### config.mk
export PLATFORM = sky130hd
export DESIGN_NAME = rbsc_ctrl
export DESIGN_NICKNAME = d
export VERILOG_FILES = /design/src/hw/rtl/rbsc_pkg.sv /design/src/hw/rtl/rbsc_ctrl.sv
export SDC_FILE = /design/constraint.sdc
export NUM_CORES = 1
export LEC_CHECK = 0
export ABC_AREA = 1
export BUFFER_PORTS_ARGS = -buffer_cell sky130_fd_sc_hd__buf_2
export CAP_MARGIN = 10
export CORE_MARGIN = 5
export CORE_UTILIZATION = 35
export CTS_BUF_LIST = sky130_fd_sc_hd__clkbuf_4 sky130_fd_sc_hd__clkbuf_8 sky130_fd_sc_hd__clkbuf_16
export CTS_CLUSTER_SIZE = 24
export DETAILED_ROUTE_END_ITERATION = 10
export GPL_TIMING_DRIVEN = 0
export MAX_ROUTING_LAYER = met4
export PLACE_DENSITY = 0.55
export SYNTH_ARGS = -nofsm -noshare
export SYNTH_HDL_FRONTEND = slang
export SYNTH_SLANG_ARGS = --single-unit
### constraint.sdc
create_clock -name clk -period 1.8 [get_ports clk]
set_input_delay 0.54 -clock clk [delete_from_list [all_inputs] [get_ports clk]]
set_output_delay 0.54 -clock clk [all_outputs]
set_load 0.02 [all_outputs]
### src/hw/rtl/rbsc_pkg.sv
// shared types, codes and helpers of the rigid body step and contact core
`default_nettype none
package rbsc_pkg;

  // width of the shared multiplier operands and of its product
  localparam int OPW  = 34;
  localparam int WW   = 68;
  localparam int AXES = 3;

  // reciprocal constants for division by 60 and by 100, product shifted by DIV_SHIFT
  localparam int DIV_SHIFT = 38;
  localparam logic signed [OPW-1:0] M60  = 34'sd4581298449;
  localparam logic signed [OPW-1:0] M100 = 34'sd2748779069;

  typedef logic signed [WW-1:0] wide_t;

  // input item kinds
  typedef enum logic [2:0] {
    MODE_TICK    = 3'd0,
    MODE_CONTACT = 3'd1,
    MODE_CCD     = 3'd2,
    MODE_LDPOS   = 3'd3,
    MODE_LDVEL   = 3'd4
  } mode_t;

  // configuration register indexes
  typedef enum logic [2:0] {
    CFG_FREEZE  = 3'd0,
    CFG_GRAVITY = 3'd1,
    CFG_KINEM   = 3'd2,
    CFG_REST    = 3'd3,
    CFG_RADIUS  = 3'd4,
    CFG_OFF_X   = 3'd5,
    CFG_OFF_Y   = 3'd6,
    CFG_OFF_Z   = 3'd7
  } cfg_idx_t;

  // datapath micro operations
  typedef enum logic [4:0] {
    OP_NONE, OP_LATCH, OP_GRAV, OP_T_MUL, OP_T_USE, OP_P_MUL, OP_P_USE,
    OP_R_MUL, OP_R_USE, OP_C_MUL, OP_C_USE, OP_N_MUL, OP_N_USE,
    OP_E_MUL, OP_E_USE, OP_D_MUL, OP_D_USE, OP_LDPOS, OP_LDVEL, OP_FIN
  } dp_op_t;

  typedef enum logic [4:0] {
    S_IDLE, S_GRAV, S_TMUL, S_TUSE, S_PMUL, S_PUSE, S_RMUL, S_RUSE,
    S_CMUL, S_CUSE, S_NMUL, S_NUSE, S_VNFIX, S_EMUL, S_EUSE, S_DMUL,
    S_DUSE, S_LDPOS, S_LDVEL, S_FIN
  } ctrl_state_t;

  typedef struct packed {
    dp_op_t     op;
    logic [1:0] axis;
  } dp_cmd_t;

  typedef struct packed {
    logic kinematic;
    logic vn_neg;
    logic out_free;
  } dp_stat_t;

  localparam logic [1:0] AXIS_LAST = 2'd2;

  // saturate a wide signed value to 32 bits signed
  function automatic logic signed [31:0] sat32(input wide_t v);
    logic signed [31:0] r;
    if (v > wide_t'(64'sh7FFF_FFFF)) r = 32'sh7FFF_FFFF;
    else if (v < -wide_t'(64'sh8000_0000)) r = 32'sh8000_0000;
    else r = v[31:0];
    return r;
  endfunction

endpackage
`default_nettype wire

### src/hw/rtl/rbsc_ctrl.sv
// sequencer that steps the datapath through the micro operations of one item
`default_nettype none
module rbsc_ctrl (
  input  wire logic               clk,
  input  wire logic               rst,
  input  wire logic               in_fire,
  input  wire logic [2:0]         in_mode,
  input  wire rbsc_pkg::dp_stat_t st,
  output rbsc_pkg::dp_cmd_t       cmd,
  output logic                    in_ready
);
  import rbsc_pkg::*;

  ctrl_state_t state, state_next;
  logic [1:0]  axis, axis_next;
  logic        last;

  assign last = (axis == AXIS_LAST);

  // state and axis registers
  always_ff @(posedge clk) begin
    if (rst) begin
      state <= S_IDLE;
      axis  <= 2'd0;
    end else begin
      state <= state_next;
      axis  <= axis_next;
    end
  end

  // next state
  always_comb begin
    state_next = state;
    axis_next  = axis;
    unique case (state)
      S_IDLE: begin
        if (in_fire) begin
          case (mode_t'(in_mode))
            MODE_TICK:    state_next = st.kinematic ? S_FIN : S_GRAV;
            MODE_CONTACT: state_next = st.kinematic ? S_FIN : S_PMUL;
            MODE_CCD:     state_next = st.kinematic ? S_FIN : S_RMUL;
            MODE_LDPOS:   state_next = S_LDPOS;
            MODE_LDVEL:   state_next = S_LDVEL;
            default:      state_next = S_FIN;
          endcase
        end
      end
      S_GRAV: state_next = S_TMUL;
      S_TMUL: state_next = S_TUSE;
      S_TUSE: begin
        state_next = last ? S_FIN : S_TMUL;
        axis_next  = last ? 2'd0 : axis + 2'd1;
      end
      S_PMUL: state_next = S_PUSE;
      S_PUSE: begin
        state_next = last ? S_NMUL : S_PMUL;
        axis_next  = last ? 2'd0 : axis + 2'd1;
      end
      S_RMUL: state_next = S_RUSE;
      S_RUSE: state_next = S_CMUL;
      S_CMUL: state_next = S_CUSE;
      S_CUSE: begin
        state_next = last ? S_NMUL : S_CMUL;
        axis_next  = last ? 2'd0 : axis + 2'd1;
      end
      S_NMUL: state_next = S_NUSE;
      S_NUSE: begin
        state_next = last ? S_VNFIX : S_NMUL;
        axis_next  = last ? 2'd0 : axis + 2'd1;
      end
      S_VNFIX: state_next = st.vn_neg ? S_EMUL : S_FIN;
      S_EMUL:  state_next = S_EUSE;
      S_EUSE:  state_next = S_DMUL;
      S_DMUL:  state_next = S_DUSE;
      S_DUSE: begin
        state_next = last ? S_FIN : S_DMUL;
        axis_next  = last ? 2'd0 : axis + 2'd1;
      end
      S_LDPOS: state_next = S_FIN;
      S_LDVEL: state_next = S_FIN;
      S_FIN:   state_next = st.out_free ? S_IDLE : S_FIN;
      default: state_next = S_IDLE;
    endcase
  end

  // command outputs
  always_comb begin
    cmd.axis = axis;
    cmd.op   = OP_NONE;
    in_ready = 1'b0;
    unique case (state)
      S_IDLE: begin
        in_ready = 1'b1;
        cmd.op   = in_fire ? OP_LATCH : OP_NONE;
      end
      S_GRAV:  cmd.op = OP_GRAV;
      S_TMUL:  cmd.op = OP_T_MUL;
      S_TUSE:  cmd.op = OP_T_USE;
      S_PMUL:  cmd.op = OP_P_MUL;
      S_PUSE:  cmd.op = OP_P_USE;
      S_RMUL:  cmd.op = OP_R_MUL;
      S_RUSE:  cmd.op = OP_R_USE;
      S_CMUL:  cmd.op = OP_C_MUL;
      S_CUSE:  cmd.op = OP_C_USE;
      S_NMUL:  cmd.op = OP_N_MUL;
      S_NUSE:  cmd.op = OP_N_USE;
      S_VNFIX: cmd.op = OP_NONE;
      S_EMUL:  cmd.op = OP_E_MUL;
      S_EUSE:  cmd.op = OP_E_USE;
      S_DMUL:  cmd.op = OP_D_MUL;
      S_DUSE:  cmd.op = OP_D_USE;
      S_LDPOS: cmd.op = OP_LDPOS;
      S_LDVEL: cmd.op = OP_LDVEL;
      S_FIN:   cmd.op = st.out_free ? OP_FIN : OP_NONE;
      default: cmd.op = OP_NONE;
    endcase
  end

endmodule
`default_nettype wire

==> results.py, run 1 <==
metrics = {
    "route": {
        "drt_iter0_drc": 29,
        "drcViolationCount": 0,
        "vias": 1085,
        "totalWireLength_mm": 2.64,
        "ant_nets": 0,
        "dr.pass1.iters": 4,
        "viasPerCell": 5.12,
        "post_drt_wl_per_cell_um": 12.4,
    },
    "setup_path": {
        "crit_path_max_fanout": 4,
        "required_ps": 1260,
        "critPathArrivalTime_ps": 1420,
        "critPathMaxStageDelay_ps": 380,
        "worstPathCellList": "inv_2, nand2_2, inv_1, nand2_1, nand2_1, nor3_2, nand4_1, buf_4",
        "critPathLaunchType": "flop",
        "critPathKind": "flop to output pin",
        "cp_common_cell": "nand2_1",
        "critPathSlowestCell": "dfxtp_4",
        "endpoint_kind": "output pin",
    },
    "timing": {
        "setup_viol": 6,
        "relSlewSlack_pct": 85.2,
        "fin_ws_ps": -163,
        "skew_ps": 1.60,
        "hold_violations": 0,
        "period_share_pct": 109,
        "slew_violations": 0,
        "rsz0062_at_grt": "yes",
        "max_freq_mhz": 509,
        "period_needed_ps": 1960,
        "worstMarginPinSlew_ps": 222,
    },
    "logic_synthesis": {
        "avgSynthCellArea_um2": 5.62,
        "synth_seq_cells": 7,
        "synth_fa_ha_area_share_pct": 0,
        "synth_top_family_by_area": "simple AND/OR/NAND/NOR gates",
        "synth-simple-area-share_pct": 58.0,
        "yosysSeqAreaShare_pct": 16.8,
        "yosys_warnings": 0,
        "synth-xor-area-share_pct": 0,
        "yosys.area.top_type": "dfxtp_1",
        "synth_compound_area_share_pct": 10.2,
        "synth_area_um2": 832,
        "synthMuxAreaShare_pct": 0,
        "synth_top_area_share_pct": 16.8,
        "syn_nets": 157,
        "syn_inst": 148,
        "synth_cell_type_count": 22,
        "synth_area_leaders": "dfxtp_1 (17%), nand2_1 (14%), nor2_1 (13%)",
    },
    "run_status": {
        "outcome": "finished with violations",
        "failed_checks": "negative setup slack",
    },
    "die": {
        "initial_core_util_pct": 37.3,
        "die_x_um": 58.8,
        "die_area_mm2": 0.00345,
        "rows": 17,
        "core_area_mm2": 0.00223,
        "io_pins": 17,
        "die_h_um": 58.8,
    },
    "global_route": {
        "grt_max_degree": 8,
        "first_global_vias": 980,
        "antenna_found_initial": 0,
        "grt_pass1_wl_mm": 4.19,
        "grt-ovfl-total": 0,
        "grt_util_all_layers_pct": 16.0,
    },
    "final_layout": {
        "fill_cells": 215,
        "n_antenna_cell": 0,
        "area_growth_pct": 51.1,
        "drive_above_1_share_pct": 44.6,
        "nNetsFinal": 194,
    },
    "pwr": {
        "p_leak_nw": 0.676,
        "power_mw": 2.40,
        "power.density_mw_per_mm2": 1910,
        "irDropWorstVdd_uv": 1230,
    },
    "place": {
        "post-dp-hpwl_mm": 1.90,
        "gp_congestion": 0.893,
        "port_buffers": 16,
        "pre_cts_slack_ps": -100,
    },
    "clock_network": {
        "cts_buffer_depth": 2,
        "cts_root_buf": "clkbuf_4",
        "cts.sinks": 7,
        "htreeDepth": 1,
        "clock_latency_ps": 250,
        "cts_buffers": 3,
        "path_clk_slew_ps": 50,
        "cts_hold_buf": 0,
        "tritoncts": "done",
    },
    "hold_path": {
        "min_path_type": "primary input to flop",
    },
    "flow_run": {
        "cap_viol_max_count": 0,
    },
}
-- what timing repair did --
| item | CTS | global route |
|---|---|---|
| pin swaps | 8 | 7 |
| buffers inserted | 11 | 4 |
| gates cloned | 1 | 0 |
| endpoints found under the setup margin | 6 | 6 |
| resized for setup | 34 | 21 |
| hold endpoints to repair | 0 | 0 |
-- Yosys cell counts --
| library cell | count |
|---|---|
| o2111ai_1 | 1 |
| nand2_1 | 30 |
| buf_6 | 2 |
| buf_4 | 1 |
| nor2_1 | 29 |
| nor2_4 | 3 |
| and2_1 | 2 |
| inv_1 | 20 |
| nor3_1 | 2 |
| inv_2 | 5 |
| nand4_1 | 9 |
| nand3_1 | 13 |
| o21a_1 | 1 |
| o211ai_1 | 3 |
| a31oi_1 | 1 |
| o21ai_1 | 3 |
| a21oi_1 | 2 |
| dfxtp_1 | 7 |
| nor2_2 | 3 |
| o21ai_0 | 3 |
| nand3_2 | 4 |
| nand2_2 | 4 |
-- routing by layer --
layer	wire, µm	GRT usage [%]	part of all wire (%)
met1	1110	18.4	42
met2	1330	27.1	50
met3	173	5.04	6.6
met4	25	3.24	0.95
met5	0	-	0
-- placed cells by master, fill, tap and decap left out --
cell       count
nand2_2        7
o21ai_0        1
dfxtp_2        2
inv_1         18
a21oi_1        2
nor2_1        21
nor3_1         1
o2111ai_1      1
nand3_4        1
nand2_4        3
o21ai_2        1
dfxtp_1        2
buf_2         11
o21a_1         1
dfxtp_4        3
nand2_1       24
and2_1         2
nor3_2         1
a31oi_1        1
clkbuf_4       4
inv_2          4
nand3_2        4
buf_4         15
nor2_2         6
buf_6          8
o21ai_1        4
nand4_1        9
o211ai_1       3
nand3_1       12
nor2_4         8
buf_8          1
inv_4          3
-- final timing paths --
check / start / endpoint / slack [ps] / depth (start not counted)
min: rst / state[3]$_SDFFE_PP0P_ / 450 / 2
max reg2reg: state[1]$_SDFFE_PP0P_ / state[0]$_SDFFE_PP0P_ / 250 / 11
min reg2reg: axis[0]$_SDFFE_PP0P_ / axis[0]$_SDFFE_PP0P_ / 540 / 2
max: state[3]$_SDFFE_PP0P_ / cmd[3] / -160 / 8
-- kinds of logic after synthesis --
| family | count (synthesis) |
|---|---|
| AO/OA/AOI/OAI | 14 |
| buffers and inverters | 28 |
| flip-flops | 7 |
| AND/OR/NAND/NOR | 99 |
-- critical path: cells and delay by family, from the launching register on --
kind | cells | cell delay (ps)
DFF | 1 | 380
buffers and inverters | 3 | 310
and+or+nand+nor | 5 | 480
-- layout make-up --
class                   count  area, µm²  area share, %
well taps                  28       35.0           2.79
repair buffers             32        235           18.7
flip-flops and latches      7        154           12.2
plain buffers               3       37.5           2.99
inverters                  25        101           8.06
clock buffers               4       30.0           2.39
multi-input cells         113        664           52.8
-- state kept, by name, indices dropped and copies added, names as in the netlist --
register / flops
state: 5
axis: 2
-- stage by stage --
stage	setup TNS [ps]	area [µm²]	hold WS [ps]	util (%)	std cells
2_1_floorplan	0	832	604	-	148
3_3_place_gp	-134	947	526	42.4	192
3_5_place_dp	-143	947	541	42.4	192
4_1_cts	-770	1150	447	51.5	208
5_1_grt	-1140	1260	446	56.3	212
6_report	-677	1260	450	56.3	212
-- power by group --
group / internal [mW] / switching, mW / leakage [nW]
Sequential: 0.237 / 0.0825 / 0.0603
Clock: 0.0996 / 0.0574 / 0.0184
Combinational: 0.851 / 1.07 / 0.597
(Power assumes the default switching activity.)
==> run 2: changes to the inputs <==
--- a/config.mk
+++ b/config.mk
@@ -16,6 +16,7 @@
 export GPL_TIMING_DRIVEN = 0
 export MAX_ROUTING_LAYER = met4
 export PLACE_DENSITY = 0.55
+export SKIP_LAST_GASP = 1
 export SYNTH_ARGS = -nofsm -noshare
 export SYNTH_HDL_FRONTEND = slang
 export SYNTH_SLANG_ARGS = --single-unit
==> constraint.sdc (replaced) <==
create_clock -name clk -period 2.2 [get_ports clk]
set_input_delay 0.66 -clock clk [delete_from_list [all_inputs] [get_ports clk]]
set_output_delay 0.66 -clock clk [all_outputs]
set_load 0.02 [all_outputs]
==> run 2 against run 1 <==
Net effect:
- critical path type unchanged
- the flow now finishes without violations
- first-iteration DRC count grew 14%
- flip-flop and latch count is the same
- hold slack gained 87 ps
- die area is the same
- largest cell class unchanged
- highest routed layer unchanged
- register-to-register slack gained 520 ps
==> results.py, run 2 (same netlist as run 1, synthesis figures left out) <==
metrics = {
    "run_status": {
        "outcome": "completed",
    },
    "timing": {
        "worstMarginPinSlew_ps": 223,
        "period_needed_ps": 2110,
        "max_freq_mhz": 473,
        "period_share_pct": 96.1,
        "skew_ps": 2.79,
        "setup_viol": 0,
        "slew_violations": 0,
        "hold_violations": 0,
        "relSlewSlack_pct": 85.1,
    },
    "pwr": {
        "irDropWorstVdd_uv": 876,
        "p_leak_nw": 0.597,
        "combPwrFrac_pct": 77.0,
        "p_switching_mw": 0.836,
        "p_sw_share_pct": 52.4,
        "power_frac_seq_pct": 14.9,
        "p_int_mw": 0.758,
        "pwr-share-clk_pct": 8.0,
        "power_mw": 1.59,
        "power.density_mw_per_mm2": 1500,
    },
    "final_layout": {
        "fin_cells": 203,
        "largest_register": "state",
        "nNetsFinal": 185,
        "area_growth_pct": 28.0,
        "n_antenna_cell": 0,
        "final_common_cell": "nand2_1",
        "fin_util_pct": 47.7,
        "largest_register_ffs": 5,
        "final_cell_mix": "nand2_1 (29), nor2_1 (26), inv_1 (20)",
        "reg_top3": "state (5), axis (2)",
        "drive_above_1_share_pct": 33.7,
    },
    "route": {
        "dr.pass1.iters": 4,
        "post_drt_wl_per_cell_um": 11.0,
        "vias": 1012,
        "drcViolationCount": 0,
        "viasPerCell": 4.99,
        "ant_nets": 0,
        "totalWireLength_mm": 2.24,
        "drt_iter0_drc": 33,
    },
    "global_route": {
        "grt_util_all_layers_pct": 13.9,
        "grt_max_degree": 11,
        "antenna_found_initial": 0,
        "grt-ovfl-total": 0,
        "grt_pass1_wl_mm": 3.66,
        "first_global_vias": 857,
    },
    "setup_path": {
        "critPathArrivalTime_ps": 1450,
        "crit_path_max_fanout": 8,
        "required_ps": 1540,
        "endpoint_kind": "output pin",
        "critPathLaunchType": "flop",
        "critPathKind": "flop to output pin",
    },
    "flow_run": {
        "cap_viol_max_count": 0,
    },
    "clock_network": {
        "htreeDepth": 1,
        "tritoncts": "done",
        "cts_buffers": 3,
        "cts.sinks": 7,
        "cts_root_buf": "clkbuf_4",
        "path_clk_slew_ps": 50,
        "cts_buffer_depth": 2,
        "clock_latency_ps": 250,
    },
    "hold_path": {
        "min_path_type": "flop to flop",
    },
    "die": {
        "rows": 17,
        "die_area_mm2": 0.00345,
        "core_area_mm2": 0.00223,
        "die_h_um": 58.8,
        "initial_core_util_pct": 37.3,
        "die_x_um": 58.8,
        "io_pins": 17,
    },
    "place": {
        "gp_congestion": 0.893,
        "dp_cells": 192,
        "post-dp-hpwl_mm": 1.90,
        "port_buffers": 16,
    },
}
## run 2: final cells by class
class	instances	area, µm²
inverters	25	93.8
multi-input cells	113	587
fillers	244	1170
plain buffers	3	33.8
flip-flops and latches	7	150
well taps	28	35.0
clock buffers	4	30.0
repair buffers	23	135
## run 2: worst paths after layout
path                                             from                     to  slack [ps]  cells past startpoint
worst max register to register  state[1]$_SDFFE_PP0P_  state[2]$_SDFFE_PP0P_         770                      9
worst min register to register   axis[0]$_SDFFE_PP0P_   axis[0]$_SDFFE_PP0P_         540                      2
worst max-delay path            state[0]$_SDFFE_PP0P_                 cmd[3]          90                      8
worst min-delay path             axis[0]$_SDFFE_PP0P_   axis[0]$_SDFFE_PP0P_         540                      2
## run 2: repair_timing
action | in CTS | in global routing
setup buffers | 0 | 7
gates resized for setup | 2 | 13
pin swaps | 0 | 4
setup endpoints to repair | 2 | 4
hold buffers | 0 | 0
## run 2: stage by stage
| stage | worst slack (ps) | hold slack (ps) | setup TNS, ps | instance area, µm² |
|---|---|---|---|---|
| final | 86.4 | 536 | 0 | 1060 |
| after global routing | -1.46 | 566 | -1.46 | 1060 |
| after floorplan | 412 | 604 | 0 | 832 |
| after global placement | 220 | 526 | 0 | 947 |
| after detailed placement | 180 | 541 | 0 | 947 |
| after CTS | -18.5 | 549 | -18.5 | 978 |
## run 2: worst max-delay path, stage by stage, from the launching register on
cell,delay [ps]
dfxtp_2,320
buf_6,130
nand2_2,90
nor2_4,50
nand2_1,90
nand2_1,70
nor3_2,180
nand4_1,100
buf_4,170
## run 2: power groups by stage
| stage | clock (mW) | sequential, mW | combinational, mW |
|---|---|---|---|
| after floorplan | 0 | 0.237 | 0.803 |
| after global placement | 0 | 0.234 | 1.06 |
| after detailed placement | 0 | 0.233 | 1.07 |
| after CTS | 0.134 | 0.232 | 1.07 |
| after global routing | 0.143 | 0.245 | 1.35 |
| final | 0.128 | 0.238 | 1.23 |
## run 2: routing by layer
| metal | share of wire, % | GRT usage [%] | vias up |
|---|---|---|---|
| li1 | - | - | 537 |
| met1 | 46 | 17.7 | 435 |
| met2 | 47 | 22.2 | 38 |
| met3 | 7.5 | 4.17 | 2 |
| met4 | 0.22 | 1.94 | 0 |
| met5 | 0 | - | - |
==> run 3: changes to the inputs <==
--- a/config.mk
+++ b/config.mk
@@ -8,14 +8,15 @@
 export ABC_AREA = 1
 export BUFFER_PORTS_ARGS = -buffer_cell sky130_fd_sc_hd__buf_2
 export CAP_MARGIN = 10
-export CORE_MARGIN = 5
-export CORE_UTILIZATION = 35
+export CORE_MARGIN = 2
+export CORE_UTILIZATION = 40
 export CTS_BUF_LIST = sky130_fd_sc_hd__clkbuf_4 sky130_fd_sc_hd__clkbuf_8 sky130_fd_sc_hd__clkbuf_16
 export CTS_CLUSTER_SIZE = 24
 export DETAILED_ROUTE_END_ITERATION = 10
 export GPL_TIMING_DRIVEN = 0
 export MAX_ROUTING_LAYER = met4
-export PLACE_DENSITY = 0.55
+export PLACE_DENSITY = 0.61
+export SKIP_CTS_REPAIR_TIMING = 1
 export SKIP_LAST_GASP = 1
 export SYNTH_ARGS = -nofsm -noshare
 export SYNTH_HDL_FRONTEND = slang
==> run 3 against run 2 <==
Net effect:
- combinational power fell by 12%
- non-clock buffer count is 7 lower
- cell count fell by 3.9%
- flip-flop and latch count did not move
- die area fell by 29%
- global-route usage up 4.9 points
- sequential power hardly changed
- register-to-register slack better by 70 ps
- clock power hardly changed
==> results.py, run 3 (same netlist as run 1, synthesis figures left out) <==
metrics = {
    "setup_path": {
        "endpoint_kind": "output pin",
        "r2r_start": "state[0]$_SDFFE_PP0P_",
        "cp_num_buf_inv": 3,
        "critPathMaxStageDelay_ps": 320,
        "critPathKind": "flop to output pin",
        "crit_path_max_fanout": 10,
        "critPathArrivalTime_ps": 1470,
        "required_ps": 1540,
        "critPathSlowestCell": "dfxtp_1",
        "ff2ff_setup_slack_ps": 840,
        "worstPathCellList": "buf_6, inv_2, nand3_2, nor2_1, nor3_1, nand4_1, buf_4",
        "crit_family": "simple AND/OR/NAND/NOR gates",
        "regToRegEndpoint": "state[0]$_SDFFE_PP0P_",
        "critPathLaunchType": "flop",
        "r2r_cells": 8,
    },
    "clock_network": {
        "clock_latency_ps": 250,
        "path_clk_slew_ps": 50,
        "cts_root_buf": "clkbuf_4",
        "cts_buffer_depth": 2,
        "tritoncts": "done",
        "cts_buffers": 3,
        "cts.sinks": 7,
        "htreeDepth": 1,
    },
    "place": {
        "dp_cells": 191,
        "postPlaceCellArea_um2": 946,
        "gp_congestion": 0.940,
        "port_buffers": 16,
        "pre_cts_slack_ps": 235,
        "post-dp-hpwl_mm": 1.73,
    },
    "die": {
        "die_h_um": 49.6,
        "rows": 16,
        "io_pins": 17,
        "die_area_mm2": 0.00246,
        "die_x_um": 49.6,
        "initial_core_util_pct": 42.4,
        "core_area_mm2": 0.00196,
    },
    "flow_run": {
        "cap_viol_max_count": 0,
    },
    "timing": {
        "setup_viol": 0,
        "holdWs_ps": 539,
        "relSlewSlack_pct": 86.2,
        "rsz0062_at_grt": "yes",
        "slew_violations": 0,
        "period_needed_ps": 2130,
        "max_freq_mhz": 469,
        "worstMarginPinSlew_ps": 205,
        "setup-tns-final_ps": 0,
        "period_share_pct": 96.9,
        "fin_ws_ps": 69.0,
        "hold_violations": 0,
        "skew_ps": 0.434,
    },
    "global_route": {
        "first_global_vias": 836,
        "grt_util_all_layers_pct": 18.8,
        "grt_max_degree": 11,
        "grt_pass1_wl_mm": 3.48,
        "grt-ovfl-total": 0,
        "antenna_found_initial": 0,
    },
    "final_layout": {
        "n_antenna_cell": 0,
        "nNetsFinal": 178,
        "area_growth_pct": 19.7,
        "fin_cells": 195,
        "drive_above_1_share_pct": 28.6,
        "reg_top3": "state (5), axis (2)",
        "final_cell_mix": "nand2_1 (29), nor2_1 (27), inv_1 (20)",
        "fin_util_pct": 50.8,
        "final_common_cell": "nand2_1",
        "largest_register": "state",
        "largest_register_ffs": 5,
        "fin_area_um2": 996,
    },
    "pwr": {
        "irDropWorstVdd_uv": 656,
        "p_int_mw": 0.650,
        "p_switching_mw": 0.797,
        "p_leak_nw": 0.561,
        "power.density_mw_per_mm2": 1450,
        "power_frac_seq_pct": 16.6,
        "p_sw_share_pct": 55.1,
        "combPwrFrac_pct": 74.6,
        "pwr-share-clk_pct": 8.8,
        "power_mw": 1.45,
    },
    "route": {
        "ant_nets": 0,
        "drt_iter0_drc": 15,
        "viasPerCell": 4.99,
        "dr.pass1.iters": 4,
        "vias": 973,
        "totalWireLength_mm": 2.04,
        "post_drt_wl_per_cell_um": 10.5,
        "drcViolationCount": 0,
    },
    "run_status": {
        "outcome": "completed",
    },
    "hold_path": {
        "min_from": "axis[0]$_SDFFE_PP0P_",
        "min_path_type": "flop to flop",
        "hold_depth": 2,
        "hold_end": "axis[0]$_SDFFE_PP0P_",
    },
}
-- run 3: worst max path at each step --
stage	startpoint	endpoint	slack, ps	depth (start not counted)
detailed placement	st[0]	cmd[2]	230	6
global route	state[0]$_SDFFE_PP0P_	cmd[2]	-40	7
floorplan	state[0]$_SDFFE_PP0P_	cmd[2]	410	6
finish	state[4]$_SDFFE_PP0P_	cmd[3]	70	7
global placement	st[0]	cmd[2]	240	6
CTS	state[1]$_SDFFE_PP0P_	cmd[3]	-20	8
-- run 3: area by class of cell --
type / instances / area, µm²
inverters: 25 / 93.8
fillers: 237 / 966
plain buffers: 3 / 33.8
multi-input cells: 113 / 576
clock buffers: 4 / 30.0
repair buffers: 16 / 82.6
well taps: 27 / 33.8
flip-flops and latches: 7 / 146
-- run 3: worst register-to-register path, cell delays in order, from the launching register on --
cell and delay (ps):
dfxtp_1 310, buf_6 140, nor2_2 170, nand2_2 80, nor2_4 170, nand2_2 80, nand3_2 100, inv_1 60
and2_1 150
-- run 3: metal layers --
| layer | share of wire, % | track usage, % | up-vias |
|---|---|---|---|
| li1 | - | - | 524 |
| met1 | 46 | 24.1 | 413 |
| met2 | 46 | 29.3 | 32 |
| met3 | 7.0 | 5.45 | 4 |
| met4 | 1.1 | 4.17 | 0 |
| met5 | 0 | - | - |
-- run 3: power groups by stage --
| stage | sequential [mW] | clock (mW) | combinational, mW |
|---|---|---|---|
| after detailed placement | 0.231 | 0 | 1.05 |
| final | 0.240 | 0.127 | 1.08 |
| after floorplan | 0.237 | 0 | 0.803 |
| after global routing | 0.246 | 0.145 | 1.20 |
| after CTS | 0.228 | 0.132 | 1.06 |
| after global placement | 0.231 | 0 | 1.06 |
